[config.mk]
export PLATFORM = sky130hd
export DESIGN_NAME = fcc_fifo
export DESIGN_NICKNAME = d
export VERILOG_FILES = /design/src/fcc_pkg.sv /design/src/fcc_fifo.sv
export SDC_FILE = /design/constraint.sdc
export NUM_CORES = 1
export LEC_CHECK = 0
export ABC_AREA = 1
export CAP_MARGIN = 30
export CORE_AREA = 2 2 239 241
export DETAILED_ROUTE_END_ITERATION = 10
export DIE_AREA = 0 0 241 243
export DONT_BUFFER_PORTS = 1
export HOLD_SLACK_MARGIN = 0.1
export PLACE_DENSITY = 0.74
export SKIP_LAST_GASP = 1
export SLEW_MARGIN = 0
export SYNTH_ARGS = -nofsm -noshare
export SYNTH_HDL_FRONTEND = slang
export SYNTH_SLANG_ARGS = --single-unit
[constraint.sdc]
create_clock -name clk_i -period 7.5 [get_ports clk_i]
set_input_delay 0 -clock clk_i [delete_from_list [all_inputs] [get_ports clk_i]]
set_output_delay 0 -clock clk_i [all_outputs]
set_load 0.02 [all_outputs]
[src/fcc_pkg.sv]
// Shared types, widths and helpers for the floor/ceiling texel cast block.
// No dependencies; every other file in src uses this package.
package fcc_pkg;

  localparam int ROW_W      = 11;
  localparam int SIZE_W     = 11;
  localparam int TEX_W      = 10;
  localparam int IDX_W      = 20;
  localparam int POS_W      = 24;
  localparam int PT_W       = 25;
  localparam int DEN_W      = 36;
  localparam int NUM_W      = 52;
  localparam int FACT_W     = 32;
  localparam int CMAG_W     = 34;
  localparam int M_W        = 28;
  localparam int DIV_STEPS  = 32;
  localparam int MOD_STEPS  = 28;
  localparam int FIFO_DEPTH = 4;

  localparam logic [SIZE_W-1:0] SIZE_MAX = 11'd1024;

  // APB register indexes (paddr[4:2])
  localparam logic [2:0] REG_VIEW_OFFSET = 3'd0;
  localparam logic [2:0] REG_FLOOR_TEX_W = 3'd1;
  localparam logic [2:0] REG_FLOOR_TEX_H = 3'd2;
  localparam logic [2:0] REG_CEIL_TEX_W  = 3'd3;
  localparam logic [2:0] REG_CEIL_TEX_H  = 3'd4;

  typedef enum logic [1:0] {
    FACE_X_POS = 2'd0,
    FACE_X_NEG = 2'd1,
    FACE_Y_POS = 2'd2,
    FACE_Y_NEG = 2'd3
  } fcc_face_e;

  // per-item data that rides along with the arithmetic
  typedef struct packed {
    logic              ok;
    logic [ROW_W-1:0]  col;
    logic [ROW_W-1:0]  sy;
    logic [SIZE_W-1:0] w;
    logic [SIZE_W-1:0] h;
  } fcc_side_t;

  // classified item as queued between front and back
  typedef struct packed {
    fcc_side_t        side;
    logic [PT_W-1:0]  fx;
    logic [PT_W-1:0]  fy;
    logic [POS_W-1:0] px;
    logic [POS_W-1:0] py;
    logic [DEN_W-1:0] den;
  } fcc_item_t;

  function automatic logic [SIZE_W-1:0] clamp_size(input logic [SIZE_W-1:0] s);
    logic [SIZE_W-1:0] r;
    r = s;
    if (s == '0) r = 11'd1;
    else if (s > SIZE_MAX) r = SIZE_MAX;
    return r;
  endfunction

endpackage

[src/fcc_fifo.sv]
// Short queue decoupling front and back ends.
// Depends on fcc_pkg for the item type and depth.
module fcc_fifo (
  input  logic               clk_i,
  input  logic               rst_ni,
  input  logic               push_i,
  input  fcc_pkg::fcc_item_t item_i,
  output logic               full_o,
  input  logic               pop_i,
  output logic               empty_o,
  output fcc_pkg::fcc_item_t item_o
);

  localparam int AW = $clog2(fcc_pkg::FIFO_DEPTH);

  fcc_pkg::fcc_item_t mem_q [fcc_pkg::FIFO_DEPTH];
  logic [AW-1:0]      wr_q, wr_d, rd_q, rd_d;
  logic [AW:0]        cnt_q, cnt_d;

  assign full_o  = (cnt_q == (AW+1)'(fcc_pkg::FIFO_DEPTH));
  assign empty_o = (cnt_q == '0);
  assign item_o  = mem_q[rd_q];

  always_comb begin
    wr_d  = push_i ? wr_q + 1'b1 : wr_q;
    rd_d  = pop_i ? rd_q + 1'b1 : rd_q;
    cnt_d = cnt_q + (AW+1)'(push_i) - (AW+1)'(pop_i);
  end

  always_ff @(posedge clk_i or negedge rst_ni) begin
    if (!rst_ni) begin
      wr_q  <= '0;
      rd_q  <= '0;
      cnt_q <= '0;
    end else begin
      wr_q  <= wr_d;
      rd_q  <= rd_d;
      cnt_q <= cnt_d;
    end
  end

  always_ff @(posedge clk_i) begin
    if (push_i) mem_q[wr_q] <= item_i;
  end

  a_cnt_bound: assert property (@(posedge clk_i) disable iff (!rst_ni)
    cnt_q <= (AW+1)'(fcc_pkg::FIFO_DEPTH))
    else $error("queue count above depth");
  a_no_underflow: assert property (@(posedge clk_i) disable iff (!rst_ni)
    pop_i |-> cnt_q != '0)
    else $error("pop from empty queue");
  a_push_count: assert property (@(posedge clk_i) disable iff (!rst_ni)
    (push_i && !pop_i) |=> cnt_q == $past(cnt_q) + 1'b1)
    else $error("push did not raise count");

endmodule

; After elaboration in Yosys (flattened, before gate mapping)
; Memories as Yosys holds them, arrays and structs flattened.
; Cells that the tools add are included.
[classes]
reduce_logical = 1
add_sub_neg = 4
magnitude_cmp = 0
n_mul = 0
shift = 0
n_eq_ne = 1
bitwise_logic = 0
div = 0
muxes = 2
[op_table]
columns = operator, n
row1 = "2-bit by 1-bit adder with 2-bit output, second input constant", 2
row2 = 3-bit by 1-bit adder with 3-bit output, 1
row3 = "3-bit equality test, second input constant", 1
row4 = 3-bit zero test, 1
row5 = 3-bit by 1-bit subtractor with 3-bit output, 1
row6 = 1-bit two-way mux, 2
[word_totals]
ram_bits = 716
elab_cells = 12
n_memories = 1
output_inout_bits = 181
register_bits = 7
mem_bits_ro = 0
latch_bits = 0
[mem_list]
columns = name, depth, width, read_ports, rd_ports_with_merged_regs, write_ports, line_no
row1 = mem_q, 4, 179, 1, 0, 1, fcc_fifo.sv:16  ; fcc_pkg::fcc_item_t mem_q [fcc_pkg::FIFO_DEPTH];

; Longest topological paths before layout
[depth]
depth_word = 2
mapped_depth = 10
ltp_nobuf = 10

; Worst setup path after synthesis
; No wires, ideal clock.
[synth_timing]
kind = reg2reg
startpoint = reg wr_q[0]
endpoint = mem mem_q[0][0] (netlist bit), enable pin
t_arrival_ps = 4141
stages_incl_launch_ff = 5
setup_ps = 532
slack_ps = 2828
path_buffers = 0
cell_sequence = dfrtp_1 > inv_1 > ha_1 > nand2_1 > inv_1
[synth_lines]
columns = element, line_no
row1 = from (decl), fcc_fifo.sv:17  ; logic [AW-1:0] wr_q, wr_d, rd_q, rd_d;
row2 = from (signal assigned), fcc_fifo.sv:36  ; wr_q <= wr_d;
row3 = to (decl), fcc_fifo.sv:16
; No word-level cell before the write port.

==> qor.txt <==
Leak - 16.02 nW
Max Buffers Root-to-Sink - 3
Status - finished clean
DP Wirelength - 37.47 mm
Via Count - 19930
Final RePlAce weighted congestion - 0.7808
PD cells - 385.9 nW/um2
WHS - 121.1 ps
Chip width - 241 um
Distinct cell type count after synthesis - 16
Mapped Cells - 2850
Die boundary height - 243 um
Post-synth top area share - 0.7044
Clock Latency Late Sink - 600 ps
Fraction of final layout cells sized beyond drive strength 1 - 0.04036
Final Hold Viols - 0
Core Rows - 87
Commonest non-fill, non-tap cell in the layout - nand2_1
Crit start category - flop
CP cell instances - clkinv_8 > buf_4 > nand2_1 > nand3_1 > nand2_1
PortBufs - 0
Remaining DRCs - 0
CP max stage delay - 1010 ps
CP Capture Type - output port
DR WL/cell - 17.79 um
Setup violators final - 0
Drt pass-1 iters - 6
Final slew viol count - 0
Yosys warning count - 0
I/O Pins - 364
CTS clock-pin slew for the worst setup and hold paths - 60 ps
Vias in the first global route - 20430
Area Growth Syn to Fin - 17.63%
Slowest cell on crit path - dfrtp_4
CTS tree - built
Critical path peak fanout - 184
CP arrival - 3870 ps
Util after Layout - 0.6417
Final setup TNS - 0 ps
Clock Tree Root - clkbuf_16
Clk sinks - 723
Layout Nets - 3278
Total core area - 55950 um2
Htree depth - 3
Initial drt markers - 1710
Cts repair resizes - 0
Overall power - 13.85 mW
Yosys top cell by area - edfxtp_1
Crit path kind - reg -> out
Total Routing Usage GR - 0.2362
First-pass GRT wire length - 107.4 mm
RSZ-0062 raised after global routing - no
Pin count of the biggest net entering global routing - 195
Antenna-violating nets left - 0
Routed WL - 69.65 mm
Initial Util - 0.5455
Die Area - 58560 um2
Top cell by count, worst path - nand2_1
Max IR drop VDD - 0.0002547 V
Seq/Total Area, Yosys - 0.7102
Fmax - 258.1 MHz
Slew headroom - 0.3096
Post-CTS Setup Bufs - 0
Synth area leaders - edfxtp_1 70%, nand2_1 11%, inv_1 9.0%
Period utilization - 0.5167
Syn Area/Cell - 10.71 um2
Crit path time final - 3875 ps
Most frequent cells in the layout - 906 x nand2_1, 724 x inv_1, 716 x edfxtp_1
Cts bufs inserted - 74
Synth Cell Area - 30520 um2
Worst-Margin Slew - 1036 ps
Class of the worst hold path - in -> reg
Total grt overflow - 0
Number of synthesized register bits - 723
Fin Clk Skew - 13.53 ps
Via density - 5.091
Syn_nets - 3040
Initial antenna violation count - 10
Worst Path Required - 7500 ps
# Max-Cap Violations - 0
synth_stat cells:
master,number
ha_1,6
edfxtp_1,716
buf_1,1
nand2_1,906
fa_1,1
o21ai_0,1
dfrtp_1,7
inv_4,2
nand3_1,359
buf_6,23
clkbuf_1,17
nor3_1,2
xor2_1,3
buf_2,58
inv_1,728
buf_4,20
per-layer routing:
metal / track usage / wire [um] / share of wire
met4: 0.08878 / 1821 / 0.026
met3: 0.06573 / 6618 / 0.095
met1: 0.2835 / 26160 / 0.38
met5: 0 / 33 / 0.00047
met2: 0.4047 / 35020 / 0.50
layout make-up:
type	count	area (um2)
clock buffers	94	1948
clock inverters	41	335.3
repair buffers	281	2840
diodes	11	27.53
multi-input cells	1278	5334
well taps	756	945.9
inverters	730	2788
flip-flops and latches	723	21680
fillers	3912	20050
critical path: cells and delay by family (launching register included):
kind          cells  cell delay, ps
buf+inv           2            1460
flops             1            1010
simple gates      3             560
logic make-up (layout without fill, tap and decap cells):
kind of cell,count (synthesis),in the layout,share of synthesized area
simple gates,1267,1267,0.1706
other cells,0,11,0
buf+inv,849,1146,0.1151
xor+xnor,3,3,0.0008610
flops,723,723,0.7102
fa+ha+maj,7,7,0.003115
compound gates,1,1,0.0001638
power by group:
group | leakage [nW] | switching (mW) | internal, mW
Clock | 1.11 | 1.49 | 1.99
Combinational | 8.25 | 3.76 | 1.02
Sequential | 6.66 | 0.305 | 5.29
Total | 16.0 | 5.56 | 8.29
what timing repair did:
action                     CTS  global route
hold endpoints to repair   983             4
hold buffers               262             1
setup endpoints to repair    0             0
worst paths after layout:
| path | start | end | slack [ps] | depth (start not counted) |
|---|---|---|---|---|
| setup / recovery | rd_q[0] | item_o[114] | 3630 | 5 |
| hold / removal | item_i[174] | mem_q[3][174] | 120 | 1 |
| setup reg to reg | wr_q[0] | mem_q[0][84] | 4920 | 5 |
| hold reg to reg | wr_q[0] | wr_q[0] | 530 | 1 |
| max in group asynchronous | rst_ni | rd_q[1] | 6870 | 2 |
| min in group asynchronous | rst_ni | cnt_q[1] | 320 | 2 |
stage by stage:
step | instances | area (um2) | setup WS (ps)
after CTS | 3899 | 35780 | 3715
after floorplan | 2850 | 30520 | 2828
after global routing | 3909 | 35890 | 3446
after global placement | 3502 | 30880 | 4464
final | 3914 | 35900 | 3625
after detailed placement | 3502 | 30880 | 4384
state kept, by name, summed over array words and instances, names as in the netlist:
name and count:
cnt_q 3, rd_q 2, wr_q 2, mem_q 716
Power figures use the tool's default switching activity.
