**config.mk**
```make
export PLATFORM = sky130hd
export DESIGN_NAME = fcc_front
export DESIGN_NICKNAME = d
export VERILOG_FILES = /design/src/fcc_pkg.sv /design/src/fcc_front.sv
export SDC_FILE = /design/constraint.sdc
export NUM_CORES = 1
export LEC_CHECK = 0
export ABC_AREA = 0
export BUFFER_PORTS_ARGS = -buffer_cell sky130_fd_sc_hd__clkbuf_2
export CORE_UTILIZATION = 60
export DETAILED_ROUTE_END_ITERATION = 8
export PLACE_DENSITY_LB_ADDON = 0.08
export SYNTH_ARGS = -nofsm -noshare
export SYNTH_HDL_FRONTEND = slang
export SYNTH_SLANG_ARGS = --single-unit
```
**constraint.sdc**
```tcl
create_clock -name vclk -period 24
set_input_delay 2.4 -clock vclk [all_inputs]
set_output_delay 2.4 -clock vclk [all_outputs]
set_load 0.03 [all_outputs]
```
**src/fcc_pkg.sv**
```systemverilog
// Shared types, widths and helpers for the floor/ceiling texel cast block.
// No dependencies; every other file in src uses this package.
package fcc_pkg;

  localparam int ROW_W      = 11;
  localparam int SIZE_W     = 11;
  localparam int TEX_W      = 10;
  localparam int IDX_W      = 20;
  localparam int POS_W      = 24;
  localparam int PT_W       = 25;
  localparam int DEN_W      = 36;
  localparam int NUM_W      = 52;
  localparam int FACT_W     = 32;
  localparam int CMAG_W     = 34;
  localparam int M_W        = 28;
  localparam int DIV_STEPS  = 32;
  localparam int MOD_STEPS  = 28;
  localparam int FIFO_DEPTH = 4;

  localparam logic [SIZE_W-1:0] SIZE_MAX = 11'd1024;

  // APB register indexes (paddr[4:2])
  localparam logic [2:0] REG_VIEW_OFFSET = 3'd0;
  localparam logic [2:0] REG_FLOOR_TEX_W = 3'd1;
  localparam logic [2:0] REG_FLOOR_TEX_H = 3'd2;
  localparam logic [2:0] REG_CEIL_TEX_W  = 3'd3;
  localparam logic [2:0] REG_CEIL_TEX_H  = 3'd4;

  typedef enum logic [1:0] {
    FACE_X_POS = 2'd0,
    FACE_X_NEG = 2'd1,
    FACE_Y_POS = 2'd2,
    FACE_Y_NEG = 2'd3
  } fcc_face_e;

  // per-item data that rides along with the arithmetic
  typedef struct packed {
    logic              ok;
    logic [ROW_W-1:0]  col;
    logic [ROW_W-1:0]  sy;
    logic [SIZE_W-1:0] w;
    logic [SIZE_W-1:0] h;
  } fcc_side_t;

  // classified item as queued between front and back
  typedef struct packed {
    fcc_side_t        side;
    logic [PT_W-1:0]  fx;
    logic [PT_W-1:0]  fy;
    logic [POS_W-1:0] px;
    logic [POS_W-1:0] py;
    logic [DEN_W-1:0] den;
  } fcc_item_t;

  function automatic logic [SIZE_W-1:0] clamp_size(input logic [SIZE_W-1:0] s);
    logic [SIZE_W-1:0] r;
    r = s;
    if (s == '0) r = 11'd1;
    else if (s > SIZE_MAX) r = SIZE_MAX;
    return r;
  endfunction

endpackage

```
**src/fcc_front.sv**
```systemverilog
// Front end: cast-range check, floor point from the hit face, divisor and
// texture size selection. Depends on fcc_pkg.
module fcc_front #(
  parameter int SCREEN_HEIGHT = 720
) (
  input  logic                       req_type_i,
  input  logic [1:0]                 hit_face_i,
  input  logic [7:0]                 cell_x_i,
  input  logic [7:0]                 cell_y_i,
  input  logic [15:0]                wall_frac_i,
  input  logic [23:0]                wall_dist_i,
  input  logic [23:0]                player_x_i,
  input  logic [23:0]                player_y_i,
  input  logic [10:0]                wall_bottom_i,
  input  logic [10:0]                row_i,
  input  logic [10:0]                column_i,
  input  logic [9:0]                 view_offset_i,
  input  logic [10:0]                floor_tex_width_i,
  input  logic [10:0]                floor_tex_height_i,
  input  logic [10:0]                ceil_tex_width_i,
  input  logic [10:0]                ceil_tex_height_i,
  output fcc_pkg::fcc_item_t         item_o
);

  localparam logic signed [13:0] HS = 14'(SCREEN_HEIGHT);

  logic signed [13:0] y_s, wb_s, vo_s, sy_s, dy_s;
  logic               ok_rng, ok_half;
  logic [23:0]        wd;
  logic [11:0]        dy;
  logic [24:0]        cx, cy, frac;

  always_comb begin
    y_s  = $signed({3'b000, row_i});
    wb_s = $signed({3'b000, wall_bottom_i});
    vo_s = $signed({{4{view_offset_i[9]}}, view_offset_i});
    if (req_type_i) begin
      ok_rng = (y_s >= wb_s + 14'sd1) && (y_s < HS + vo_s);
      sy_s   = HS - y_s + vo_s;
    end else begin
      ok_rng = (y_s >= wb_s - 14'sd1) && (y_s + vo_s < HS);
      sy_s   = y_s + vo_s;
    end
    ok_half = (y_s + y_s) > HS;
    dy_s    = y_s + y_s - HS;
    dy      = dy_s[11:0];
    wd      = (wall_dist_i == '0) ? 24'd1 : wall_dist_i;

    cx   = {1'b0, cell_x_i, 16'h0000};
    cy   = {1'b0, cell_y_i, 16'h0000};
    frac = {9'd0, wall_frac_i};

    item_o.side.ok  = ok_rng && ok_half;
    item_o.side.col = column_i;
    item_o.side.sy  = sy_s[10:0];
    if (req_type_i) begin
      item_o.side.w = fcc_pkg::clamp_size(ceil_tex_width_i);
      item_o.side.h = fcc_pkg::clamp_size(ceil_tex_height_i);
    end else begin
      item_o.side.w = fcc_pkg::clamp_size(floor_tex_width_i);
      item_o.side.h = fcc_pkg::clamp_size(floor_tex_height_i);
    end

    unique case (fcc_pkg::fcc_face_e'(hit_face_i))
      fcc_pkg::FACE_X_POS: begin
        item_o.fx = cx;
        item_o.fy = cy + frac;
      end
      fcc_pkg::FACE_X_NEG: begin
        item_o.fx = cx + 25'h10000;
        item_o.fy = cy + frac;
      end
      fcc_pkg::FACE_Y_POS: begin
        item_o.fx = cx + frac;
        item_o.fy = cy;
      end
      default: begin
        item_o.fx = cx + frac;
        item_o.fy = cy + 25'h10000;
      end
    endcase

    item_o.px  = player_x_i;
    item_o.py  = player_y_i;
    item_o.den = 36'(dy) * 36'(wd);
  end

endmodule

```
### After elaboration in Yosys (flattened, before gate mapping)

Index checks and enable logic that the tools add are counted.

* register bits after elaboration: 0
* output and inout bits: 179
* logic and storage cells: 46

* add/subtract/negate cells: 12
* multiply operators: 1
* $lt $le $gt $ge: 9
* eq/ne operators: 2
* mux-type cells: 13
* reductions and logical operators: 9

Operators with widths (number)
* 50-bit one-hot mux with 3 select lines: 1
* 11-bit 2-to-1 mux: 9
* 24-bit by 16-bit adder with 25-bit output: 2
* 24-bit by 17-bit adder with 25-bit output (second input constant): 2
* 11-bit > comparator (second input constant): 4
* 11-bit zero test: 4
* 12-bit by 24-bit multiplier with 36-bit output: 1
* 24-bit zero test: 1
* 24-bit 2-to-1 mux: 1
* 22-bit 2-to-1 mux: 1
* 14-bit by 11-bit > comparator with 1-bit output (second input constant): 1
* 12-bit by 10-bit adder with 13-bit output: 1
* 13-bit by 11-bit < comparator with 1-bit output (second input constant): 1
* 11-bit by 1-bit adder with 12-bit output (second input constant): 1
* 11-bit by 10-bit adder with 12-bit output (first input constant): 1
* 11-bit by 11-bit adder with 12-bit output: 1
* 11-bit by 12-bit >= comparator with 1-bit output: 1
* 12-bit >= comparator: 1
* 12-bit < comparator: 1
* 11-bit by 1-bit subtractor with 12-bit output (second input constant): 1
* 12-bit by 10-bit subtractor with 12-bit output (second input constant): 1
* 11-bit by 10-bit adder with 11-bit output: 1
* 10-bit by 11-bit subtractor with 11-bit output (first input constant): 1
* 1-bit logical AND: 3
* other kinds (4): 4

### Longest topological paths before layout

* depth in word-level cells: 5
* gate-level depth with buffers: 27

### Worst setup path after synthesis

OpenSTA, ideal clock, no wires.

* path type: input -> output
* start: input row_i[3]
* end: output item_o[30] in the netlist's numbering
* data arrival time: 8.781 ns
* setup slack: 12.819 ns
* stages: 24
* cell sequence: inv_1 > buf_1 > ha_1 > nand3b_1 > a21oi_1 > xnor2_1 > clkbuf_1 > nand2_1 > fa_1 > fa_1 > inv_1 > fa_1 > fa_1 > inv_1 > fa_1 > inv_1 > ha_1 > o21a_1 > o2111ai_1 > nand2b_1 > a32oi_1 > o31a_1 > a31oi_1 > a21boi_0

RTL lines
* from (decl): line fcc_front.sv:15 `input logic [10:0] row_i,`
* to (decl): line fcc_front.sv:22 `output fcc_pkg::fcc_item_t item_o`

==> flow_summary.ini <==
[run_status]
status = complete, no violations

[finish]
syn_to_final_growth_pct = 7.88
stdcell_count = 1959
nets = 2246
final-seq-area_um2 = 0
drive_above_1_share = 0.163
clock_buffers = 0
n_fill_cell = 1890
antenna_cells = 0
seq_cells = 0

[yosys]
netlist_top_cells_count = 296 x inv_1, 200 x fa_1, 161 x ha_1
synthesis.area_um2 = 12500
yosysWarnings = 0
synth_area_leaders = fa_1 32%, ha_1 16%, inv_1 8.9%
yosysTopAreaCell = fa_1
synth_nets = 2107
yosysUniqueCellTypes = 66
netlist_instances = 1552
synth.most_common_cell = inv_1
synth_area_per_cell_um2 = 8.06
ys_seq_area_frac = 0
yosysTopAreaCellShare = 0.320

[sta]
min_period_ps = 12390
tightestPinTransition_ps = 889
setup_viol = 0
rsz0062_at_grt = no
fin_tns_setup_ps = 0
finalMaxSlewViolations = 0
fmaxAchievable_mhz = 80.7
slew_headroom = 0.407
finalHoldViolCount = 0
period_share = 0.516

[floorplanning]
die_area_um2 = 21400
core_area_um2 = 20300
rows = 52
fp.dieW_um = 146
fp.dieH_um = 146
initial_core_util = 0.616
io-pin-count = 373

[worst_setup_path]
crit_type = in -> out
slowest_delay_ps = 570
cpMaxStageDelayCell = fa_1
crit_arrival_ps = 9990
crit_fanout = 25
crit_path_end_kind = output port
crit_family = adder cells
crit_buf_inv = 6
start_kind = primary input
cpMostUsedCell = fa_1
crit_required_ps = 21600

[global_route]
grt_max_degree = 40
gr-total-overflow = 0
grt_pass1_wl_um = 53600
grt_usage = 0.308
grt_antenna_before_repair = 0
grt_pass1_vias = 10969

[clocking]
hold_buffers = 0
cts_resized = 0
cts_setup_buffers = 0

[detailed_routing]
vias_per_cell = 5.54
post_drt_wl_per_cell_um = 16.5
drc = 0
routed_wirelength_um = 32400
first_pass_iters = 5
vias = 10855
drtIter0Drc = 599
ant_nets = 0

[place]
dp_hpwl_um = 26700
dp_cells = 1959
routabilityCongestion = 0.857
io_buffers = 254

[worst_hold_path]
min_path_type = in -> out

[flow_run]
cap_viol_max_count = 0
## cells by family after synthesis
logic type      synth area share
other cells             0.000300
mux                      0.00440
fa+ha+maj                  0.483
simple gates               0.204
compound gates             0.102
buf+inv                    0.145
xor+xnor                  0.0616
## stage by stage
stage / cell area (µm²) / hold slack [ps] / worst slack, ps / util
after floorplan: 12500 / 4910 / 12820 / -
after global placement: 13500 / 4800 / 11720 / 0.664
after detailed placement: 13500 / 4800 / 11550 / 0.664
after CTS: 13500 / 4800 / 11520 / 0.664
after global routing: 13500 / 4800 / 11140 / 0.664
final: 13500 / 4800 / 11610 / 0.664
## cell usage in the layout (no fill, tap or decap), types with 30 or more instances in the layout
cell type	Yosys	layout
a21oi_1	41	41
fa_1	200	200
clkbuf_2	0	254
ha_1	161	161
o21ai_0	37	37
and2_1	136	136
nor2_1	50	50
inv_1	296	296
xnor2_1	64	61
nand2_1	156	156
nor2b_1	30	30
## worst paths after layout
| kind | start | endpoint | depth (start not counted) |
|---|---|---|---|
| min | column_i[2] | item_o[169] | 0 |
| max | row_i[3] | item_o[33] | 25 |
## per-layer routing
| layer | GRT usage | routed length (µm) | vias up |
|---|---|---|---|
| met5 | 0 | 0 | - |
| li1 | - | - | 5097 |
| met1 | 0.404 | 13100 | 5263 |
| met3 | 0.0247 | 2080 | 94 |
| met2 | 0.538 | 16100 | 401 |
| met4 | 0.102 | 1080 | 0 |
## layout make-up
type	count	area, µm²	area share
multi-input cells	1132	10700	0.794
well taps	270	338	0.0250
inverters	296	1110	0.0824
repair buffers	261	1320	0.0981
Power is left out: the tool's default activity adds up to more than one toggle a clock period on the data nets, which glitch-free logic cannot reach.
